**config.mk**
```make
export PLATFORM = sky130hd
export DESIGN_NAME = regex_pattern_tokenizer
export DESIGN_NICKNAME = d
export VERILOG_FILES = /design/src/rtl/core/rpt_pkg.sv /design/src/rtl/core/rpt_front.sv /design/src/rtl/core/rpt_fifo.sv /design/src/rtl/core/rpt_back.sv /design/src/rtl/core/regex_pattern_tokenizer.sv
export SDC_FILE = /design/constraint.sdc
export NUM_CORES = 1
export LEC_CHECK = 0
export BUFFER_PORTS_ARGS = -buffer_cell sky130_fd_sc_hd__buf_2
export CORE_UTILIZATION = 40
export DETAILED_ROUTE_END_ITERATION = 8
export PLACE_DENSITY = 0.65
export SYNTH_ARGS = -nofsm -noshare
export SYNTH_HDL_FRONTEND = slang
export SYNTH_HIERARCHICAL = 1
export SYNTH_SLANG_ARGS = --single-unit
```
**constraint.sdc**
```tcl
create_clock -name clk -period 5.3 [get_ports clk]
set_input_delay 0.265 -clock clk [delete_from_list [all_inputs] [get_ports clk]]
set_output_delay 0.265 -clock clk [all_outputs]
set_load 0.02 [all_outputs]
```
**src/rtl/core/rpt_pkg.sv**
```systemverilog
// Shared types and constants for the regular-expression pattern tokenizer.
package rpt_pkg;

  // One raw pattern byte as it arrives.
  typedef struct packed {
    logic [7:0] data_byte;
    logic       end_of_pattern;
  } rpt_in_t;

  // One result token as it leaves.
  typedef struct packed {
    logic [4:0]  token_kind;
    logic [20:0] token_value;
    logic [1:0]  error_code;
    logic        last_of_run;
  } rpt_out_t;

  // Work record passed from the front end to the back end; it stands for
  // an optional token, an optional END token, or an error.
  typedef struct packed {
    logic        has_tok;
    logic [4:0]  kind;
    logic [20:0] value;
    logic [1:0]  err;
    logic        has_end;
  } rpt_rec_t;

  // Token kinds.
  localparam logic [4:0] KIND_LITERAL  = 5'd0;
  localparam logic [4:0] KIND_STAR     = 5'd1;
  localparam logic [4:0] KIND_PLUS     = 5'd2;
  localparam logic [4:0] KIND_QUEST    = 5'd3;
  localparam logic [4:0] KIND_LPAREN   = 5'd4;
  localparam logic [4:0] KIND_RPAREN   = 5'd5;
  localparam logic [4:0] KIND_LBRACKET = 5'd6;
  localparam logic [4:0] KIND_RBRACKET = 5'd7;
  localparam logic [4:0] KIND_LBRACE   = 5'd8;
  localparam logic [4:0] KIND_RBRACE   = 5'd9;
  localparam logic [4:0] KIND_PIPE     = 5'd10;
  localparam logic [4:0] KIND_DOT      = 5'd11;
  localparam logic [4:0] KIND_ESC_W_LO = 5'd12;
  localparam logic [4:0] KIND_ESC_W_UP = 5'd13;
  localparam logic [4:0] KIND_ESC_D_LO = 5'd14;
  localparam logic [4:0] KIND_ESC_D_UP = 5'd15;
  localparam logic [4:0] KIND_ESC_A_LO = 5'd16;
  localparam logic [4:0] KIND_ESC_S_LO = 5'd17;
  localparam logic [4:0] KIND_ESC_S_UP = 5'd18;
  localparam logic [4:0] KIND_ESC_L_LO = 5'd19;
  localparam logic [4:0] KIND_ESC_U_LO = 5'd20;
  localparam logic [4:0] KIND_END      = 5'd21;

  // Error codes.
  localparam logic [1:0] ERR_NONE      = 2'd0;
  localparam logic [1:0] ERR_BACKSLASH = 2'd1;
  localparam logic [1:0] ERR_UTF8      = 2'd2;

endpackage

```
**src/rtl/core/rpt_front.sv**
```systemverilog
// Front end: accepts pattern bytes, tracks escape and UTF-8 state, builds work records.
module rpt_front (
  input  logic            clk,
  input  logic            rst,
  input  logic            accept,
  input  rpt_pkg::rpt_in_t item,
  output logic            rec_push,
  output rpt_pkg::rpt_rec_t rec
);
  import rpt_pkg::*;

  localparam logic [7:0] CH_BACKSLASH = 8'h5C;

  logic        esc;
  logic [1:0]  left;
  logic [20:0] acc;
  logic        esc_next;
  logic [1:0]  left_next;
  logic [20:0] acc_next;

  logic [7:0]  b;
  logic        fin;
  logic [20:0] nv;
  logic [4:0]  kind;
  logic [20:0] value;
  logic        have;
  logic        decode;
  logic        fail;
  logic [1:0]  fail_code;

  // Operator kind of a plain byte, literal when it is not a metacharacter.
  function automatic logic [4:0] operator_kind(input logic [7:0] c);
    logic [4:0] k;
    unique case (c)
      8'h2A:   k = KIND_STAR;
      8'h2B:   k = KIND_PLUS;
      8'h3F:   k = KIND_QUEST;
      8'h28:   k = KIND_LPAREN;
      8'h29:   k = KIND_RPAREN;
      8'h5B:   k = KIND_LBRACKET;
      8'h5D:   k = KIND_RBRACKET;
      8'h7B:   k = KIND_LBRACE;
      8'h7D:   k = KIND_RBRACE;
      8'h7C:   k = KIND_PIPE;
      8'h2E:   k = KIND_DOT;
      default: k = KIND_LITERAL;
    endcase
    return k;
  endfunction

  // Class-escape kind of an escaped byte, literal when it is not a class letter.
  function automatic logic [4:0] escape_kind(input logic [7:0] c);
    logic [4:0] k;
    unique case (c)
      8'h77:   k = KIND_ESC_W_LO;
      8'h57:   k = KIND_ESC_W_UP;
      8'h64:   k = KIND_ESC_D_LO;
      8'h44:   k = KIND_ESC_D_UP;
      8'h61:   k = KIND_ESC_A_LO;
      8'h73:   k = KIND_ESC_S_LO;
      8'h53:   k = KIND_ESC_S_UP;
      8'h6C:   k = KIND_ESC_L_LO;
      8'h75:   k = KIND_ESC_U_LO;
      default: k = KIND_LITERAL;
    endcase
    return k;
  endfunction

  assign b   = item.data_byte;
  assign fin = item.end_of_pattern;
  assign nv  = {acc[14:0], b[5:0]};

  // Classify the byte and work out the next lexer state.
  always_comb begin
    esc_next  = esc;
    left_next = left;
    acc_next  = acc;
    kind      = KIND_LITERAL;
    value     = '0;
    have      = 1'b0;
    decode    = 1'b0;
    fail      = 1'b0;
    fail_code = ERR_NONE;

    if (left != 2'd0) begin
      // Continuation byte of a multi-byte character.
      if (b[7:6] != 2'b10) begin
        fail      = 1'b1;
        fail_code = ERR_UTF8;
      end else if (left == 2'd3 && (nv < 21'h10 || nv > 21'h10F)) begin
        fail      = 1'b1;
        fail_code = ERR_UTF8;
      end else if (left == 2'd2 && acc < 21'h10 &&
                   (nv < 21'h20 || (nv >= 21'h360 && nv <= 21'h37F))) begin
        fail      = 1'b1;
        fail_code = ERR_UTF8;
      end else begin
        acc_next  = nv;
        left_next = left - 2'd1;
        if (left == 2'd1) begin
          value    = nv;
          acc_next = '0;
          have     = 1'b1;
        end
      end
    end else if (esc) begin
      esc_next = 1'b0;
      kind     = escape_kind(b);
      if (kind != KIND_LITERAL) begin
        value = {13'd0, b};
        have  = 1'b1;
      end else begin
        decode = 1'b1;
      end
    end else if (b == CH_BACKSLASH) begin
      if (fin) begin
        fail      = 1'b1;
        fail_code = ERR_BACKSLASH;
      end else begin
        esc_next = 1'b1;
      end
    end else begin
      kind = operator_kind(b);
      if (kind != KIND_LITERAL) begin
        value = {13'd0, b};
        have  = 1'b1;
      end else begin
        decode = 1'b1;
      end
    end

    // First byte of a literal character.
    if (decode) begin
      if (b < 8'h80) begin
        value = {13'd0, b};
        have  = 1'b1;
      end else if (b >= 8'hC2 && b <= 8'hDF) begin
        acc_next  = {16'd0, b[4:0]};
        left_next = 2'd1;
      end else if (b >= 8'hE0 && b <= 8'hEF) begin
        acc_next  = {17'd0, b[3:0]};
        left_next = 2'd2;
      end else if (b >= 8'hF0 && b <= 8'hF4) begin
        acc_next  = {18'd0, b[2:0]};
        left_next = 2'd3;
      end else begin
        fail      = 1'b1;
        fail_code = ERR_UTF8;
      end
    end

    // A pattern that ends inside a character is truncated.
    if (!fail && fin && left_next != 2'd0) begin
      fail      = 1'b1;
      fail_code = ERR_UTF8;
    end
  end

  // Work record for the back end.
  always_comb begin
    if (fail) begin
      rec.has_tok = 1'b1;
      rec.kind    = KIND_LITERAL;
      rec.value   = '0;
      rec.err     = fail_code;
      rec.has_end = 1'b0;
    end else begin
      rec.has_tok = have;
      rec.kind    = kind;
      rec.value   = value;
      rec.err     = ERR_NONE;
      rec.has_end = fin;
    end
  end

  assign rec_push = accept && (fail || have || fin);

  // Lexer state; an error or the end of a pattern starts afresh.
  always_ff @(posedge clk) begin
    if (rst) begin
      esc  <= 1'b0;
      left <= 2'd0;
      acc  <= '0;
    end else if (accept) begin
      if (fail || fin) begin
        esc  <= 1'b0;
        left <= 2'd0;
        acc  <= '0;
      end else begin
        esc  <= esc_next;
        left <= left_next;
        acc  <= acc_next;
      end
    end
  end

endmodule

```
**src/rtl/core/rpt_fifo.sv**
```systemverilog
// Short queue of work records between the front end and the back end.
module rpt_fifo #(
  parameter int DEPTH = 4
) (
  input  logic              clk,
  input  logic              rst,
  input  logic              wr_en,
  input  rpt_pkg::rpt_rec_t wr_data,
  input  logic              rd_en,
  output logic              full,
  output logic              nonempty,
  output rpt_pkg::rpt_rec_t rd_data
);
  import rpt_pkg::*;

  localparam int PTR_W = (DEPTH > 1) ? $clog2(DEPTH) : 1;
  localparam int CNT_W = $clog2(DEPTH + 1);

  rpt_rec_t           entries [DEPTH];
  logic [PTR_W-1:0]   wr_ptr;
  logic [PTR_W-1:0]   rd_ptr;
  logic [CNT_W-1:0]   count;
  logic               do_wr;
  logic               do_rd;

  assign full     = (count == CNT_W'(DEPTH));
  assign nonempty = (count != '0);
  assign rd_data  = entries[rd_ptr];
  assign do_wr    = wr_en && !full;
  assign do_rd    = rd_en && nonempty;

  // Record storage.
  always_ff @(posedge clk) begin
    if (do_wr) begin
      entries[wr_ptr] <= wr_data;
    end
  end

  // Pointers and fill count.
  always_ff @(posedge clk) begin
    if (rst) begin
      wr_ptr <= '0;
      rd_ptr <= '0;
      count  <= '0;
    end else begin
      if (do_wr) begin
        wr_ptr <= (wr_ptr == PTR_W'(DEPTH - 1)) ? '0 : wr_ptr + 1'b1;
      end
      if (do_rd) begin
        rd_ptr <= (rd_ptr == PTR_W'(DEPTH - 1)) ? '0 : rd_ptr + 1'b1;
      end
      if (do_wr && !do_rd) begin
        count <= count + 1'b1;
      end else if (do_rd && !do_wr) begin
        count <= count - 1'b1;
      end
    end
  end

endmodule

```
**src/rtl/core/rpt_back.sv**
```systemverilog
// Back end: expands each work record into one or two result tokens.
module rpt_back (
  input  logic              clk,
  input  logic              rst,
  input  logic              rec_avail,
  input  rpt_pkg::rpt_rec_t rec_in,
  output logic              rec_take,
  output logic              empty,
  input  logic              pop,
  output rpt_pkg::rpt_out_t token
);
  import rpt_pkg::*;

  rpt_rec_t cur;
  logic     cur_valid;
  logic     phase;
  logic     two;
  logic     pop_acc;
  logic     done;

  assign two     = cur.has_tok && cur.has_end;
  assign pop_acc = pop && cur_valid;
  assign done    = pop_acc && !(two && !phase);
  assign rec_take = rec_avail && (!cur_valid || done);
  assign empty   = !cur_valid;

  // Present either the record's own token or the END token.
  always_comb begin
    if (!phase && cur.has_tok) begin
      token.token_kind  = cur.kind;
      token.token_value = cur.value;
      token.error_code  = cur.err;
      token.last_of_run = !cur.has_end;
    end else begin
      token.token_kind  = KIND_END;
      token.token_value = '0;
      token.error_code  = ERR_NONE;
      token.last_of_run = 1'b1;
    end
  end

  // Current record and the position within it.
  always_ff @(posedge clk) begin
    if (rec_take) begin
      cur <= rec_in;
    end
  end

  always_ff @(posedge clk) begin
    if (rst) begin
      cur_valid <= 1'b0;
      phase     <= 1'b0;
    end else if (rec_take) begin
      cur_valid <= 1'b1;
      phase     <= 1'b0;
    end else if (done) begin
      cur_valid <= 1'b0;
      phase     <= 1'b0;
    end else if (pop_acc) begin
      phase <= 1'b1;
    end
  end

endmodule

```
**src/rtl/core/regex_pattern_tokenizer.sv**
```systemverilog
// Top level of the regular-expression pattern tokenizer.
//
//   Channel   Direction  Request when            Payload
//   pattern   in         push && !full           pattern_item (data_byte, end_of_pattern)
//   tokens    out        pop && !empty           token (token_kind, token_value,
//                                                       error_code, last_of_run)
//
// One pattern byte is accepted every cycle while the record queue has room.
// A byte's work record enters the queue at the accepting edge; its first token appears
// once the back end loads it into its current record. The back end delivers one token
// per cycle while pop is high, so a byte that yields a token and END gives two tokens.
// full rises when the QUEUE_DEPTH-entry record queue is full; output stalls never
// block input until then. Synchronous reset clears the lexer state, queue and output.
module regex_pattern_tokenizer #(
  parameter int QUEUE_DEPTH = 4
) (
  input  logic              clk,
  input  logic              rst,
  input  logic              push,
  output logic              full,
  input  rpt_pkg::rpt_in_t  pattern_item,
  output logic              empty,
  input  logic              pop,
  output rpt_pkg::rpt_out_t token
);
  import rpt_pkg::*;

  logic     accept;
  logic     rec_push;
  rpt_rec_t rec_wr;
  rpt_rec_t rec_rd;
  logic     rec_avail;
  logic     rec_take;

  assign accept = push && !full;

  // Byte classification and lexer state.
  rpt_front u_front (
    .clk      (clk),
    .rst      (rst),
    .accept   (accept),
    .item     (pattern_item),
    .rec_push (rec_push),
    .rec      (rec_wr)
  );

  // Decoupling queue.
  rpt_fifo #(
    .DEPTH (QUEUE_DEPTH)
  ) u_fifo (
    .clk      (clk),
    .rst      (rst),
    .wr_en    (rec_push),
    .wr_data  (rec_wr),
    .rd_en    (rec_take),
    .full     (full),
    .nonempty (rec_avail),
    .rd_data  (rec_rd)
  );

  // Token delivery.
  rpt_back u_back (
    .clk       (clk),
    .rst       (rst),
    .rec_avail (rec_avail),
    .rec_in    (rec_rd),
    .rec_take  (rec_take),
    .empty     (empty),
    .pop       (pop),
    .token     (token)
  );

endmodule

```
==> metrics.yaml <==
finalPower_mw: 4.28
min_path_type: "in -> reg"
cp-end-kind: "flip-flop"
io_buffers: 43
postCtsHoldBufs: 0
synth-edff-count: 150
crit_fanout: 12
dp_slack_ns: 0.860
power_frac_comb_pct: 25.2
grt_usage_pct: 16.5
fp.coreArea_mm2: 0.0203
ctsResizeCount: 0
start_util_pct: 40.8
cts_buffers: 17
tns_ns: 0
final_nets: 638
worstSetupStartpoint: "u_front/left[0]"
switching_power_mw: 1.22
wire_per_inst_um: 18.7
timing.hold.ws_ns: 0.0874
peakVddDrop_uv: 220
yosysWarnings: 6
switching_share_pct: 28.5
ys_seq_area_share_pct: 62.8
postRouteAntennaNets: 0
hold_violations: 0
synth-main-ff-cell: "edfxtp_1"
syn_inst: 579
dp_hpwl_um: 11000
p_seq_share_pct: 46.2
mostFrequentLayoutCell: "edfxtp_1"
clk_path_buf_depth: 2
rsz0062_at_grt: "false"
clkSlewWorstSetupHoldPaths_ns: 0.07
synth_cell_types: 76
fp.dieArea_mm2: 0.0213
max-slew-margin-rel_pct: 23.6
path_class: "reg -> reg"
final-seq-area_mm2: 0.00521
cp-start-kind: "flip-flop"
status: "completed"
path_cells: "inv_1 > ha_1 > nor4b_1 > nand4_1 > a2111oi_4 > or3_1 > o22a_1 > nor2b_1 > nor2_1 > bufinv_8 > nor2_2 > ha_1 > inv_1 > fa_1 > xor2_1 > or3_1 > a21oi_1"
setup_slack_ns: 0.843
overflow: 0
grt_pass1_wl_um: 27000
drt_first_pass_iters: 5
drtIter0Drc: 456
htree_levels: 4
regToRegSetupSlack_ns: 0.84
insertion_delay_ns: 0.42
io_pins: 44
final_cell_mix: "edfxtp_1, buf_2, nor2_1"
synthArstFlopShare_pct: 0
hold_start: "pop"
grt_antenna_before_repair: 0
cellInternalPower_mw: 3.06
worst-path-buf-inv: 3
power_density_mw_per_mm2: 462
finalWirelength_um: 16700
cts_sinks: 185
worstPathArrival_ns: 4.81
worst_path_largest_cell_delay_ns: 0.50
grt_max_degree: 32
syn_nets: 604
routed_via_density: 5.61
area_growth_pct: 11.9
vias: 5023
finalCriticalPeriod_ns: 4.46
clkPwrFrac_pct: 28.7
setup_viol: 0
rows: 52
fmax_ghz: 0.224
drive_gt1_share_pct: 20.1
cts_tree: "built"
chipHeight_um: 146
route.detailed.drc: 0
fin_crit_sh_pct: 84.1
drv_cap: 0
synth_area_mm2: 0.00829
power.leakage_nw: 3.24
root_buffer: "clkbuf_16"
grt_pass1_vias: 4995
tightest_slew_ns: 1.15
skew_ns: 0.00815
final_max_slew_viol_count: 0
multiInputGateArea_mm2: 0.00280
syn_area_per_cell_um2: 14.3
synth_seq_cells: 185
slowest_stage: "or3_1"
place_congestion: 0.884
diodes: 0
cts_setup_buffers: 0
r2r_start: "u_front/left[0]"
critPathRequiredTime_ns: 5.66
fillCellCount: 1786
fp.dieW_um: 146
cpLargestDelayFamily: "simple AND/OR/NAND/NOR gates"
-- cell families (layout without fill, tap and decap cells) --
family	after synthesis	in the layout	synth area share, %
simple gates	195	195	13.9
flops	185	185	62.8
compound gates	98	98	8.92
buf+inv	51	98	3.38
mux	35	35	8.77
fa+ha+maj	12	12	1.90
xor+xnor	3	3	0.317
-- sequential cells by signal, indices dropped and copies added (netlist names), 2 cells and up, named ones only --
name,cells
u_back/cur,30
u_fifo/count,3
u_fifo/entries,120
u_fifo/rd_ptr,2
u_fifo/wr_ptr,2
u_front/acc,21
u_front/left,2
-- worst paths after layout --
check | to | cells past startpoint
worst max register to register | u_fifo/count[2] | 17
worst min-delay path | u_back/cur_valid | 2
worst min register to register | u_front/acc[16] | 1
worst max-delay path | u_fifo/count[2] | 17
-- synthesized netlist by cell type, types with 14 or more instances --
cell / instances / area, um2
dfxtp_1: 35 / 701
nand3_1: 15 / 75.1
o21ai_0: 14 / 70.1
mux4_2: 30 / 676
a21oi_1: 19 / 95.1
clkbuf_1: 17 / 63.8
nand2_1: 27 / 101
inv_1: 15 / 56.3
a22o_1: 16 / 140
and2_1: 28 / 175
nor2_1: 34 / 128
edfxtp_1: 150 / 4500
-- per-layer routing --
layer / track usage, % / share of wire (%) / vias up / routed length, um
li1: - / - / 2311 / -
met1: 22.4 / 46 / 2518 / 7710
met2: 26.3 / 48 / 177 / 7960
met3: 3.39 / 4.9 / 17 / 817
met4: 5.84 / 1.4 / 0 / 233
met5: 0 / 0 / - / 0
-- worst reg2reg max path: stages, from the launching register on --
cell and delay, ns:
dfxtp_1 0.36, inv_1 0.14, ha_1 0.16, nor4b_1 0.39, nand4_1 0.22, a2111oi_4 0.43, or3_1 0.50, o22a_1 0.24
nor2b_1 0.06, nor2_1 0.28, bufinv_8 0.25, nor2_2 0.13, ha_1 0.19, inv_1 0.06, fa_1 0.38, xor2_1 0.16
or3_1 0.31, a21oi_1 0.14
-- per-stage QoR --
stage / instance area [um2] / utilization (%) / cells
final: 9270 / 45.7 / 896
after global routing: 9270 / 45.7 / 896
after CTS: 9270 / 45.7 / 896
after detailed placement: 8690 / 42.8 / 864
after global placement: 8690 / 42.8 / 864
after floorplan: 8290 / - / 579
-- power by group through the flow --
stage / Combinational (mW) / Clock (mW) / Sequential, mW
finish: 1.08 / 1.23 / 1.98
global route: 1.18 / 1.31 / 2.01
detailed placement: 1.11 / 0 / 2.01
floorplan: 0.855 / 0 / 1.97
CTS: 1.11 / 1.26 / 1.98
global placement: 1.08 / 0 / 2.00
-- final cells by class --
cell class / instances / share of cell area, %
inverter: 17 / 0.891
clock buffer: 26 / 5.63
tap: 270 / 3.64
multi-input combinational: 343 / 30.2
timing repair buffer: 49 / 2.81
sequential: 185 / 56.2
clock inverter: 6 / 0.661
(Power assumes the default switching activity.)
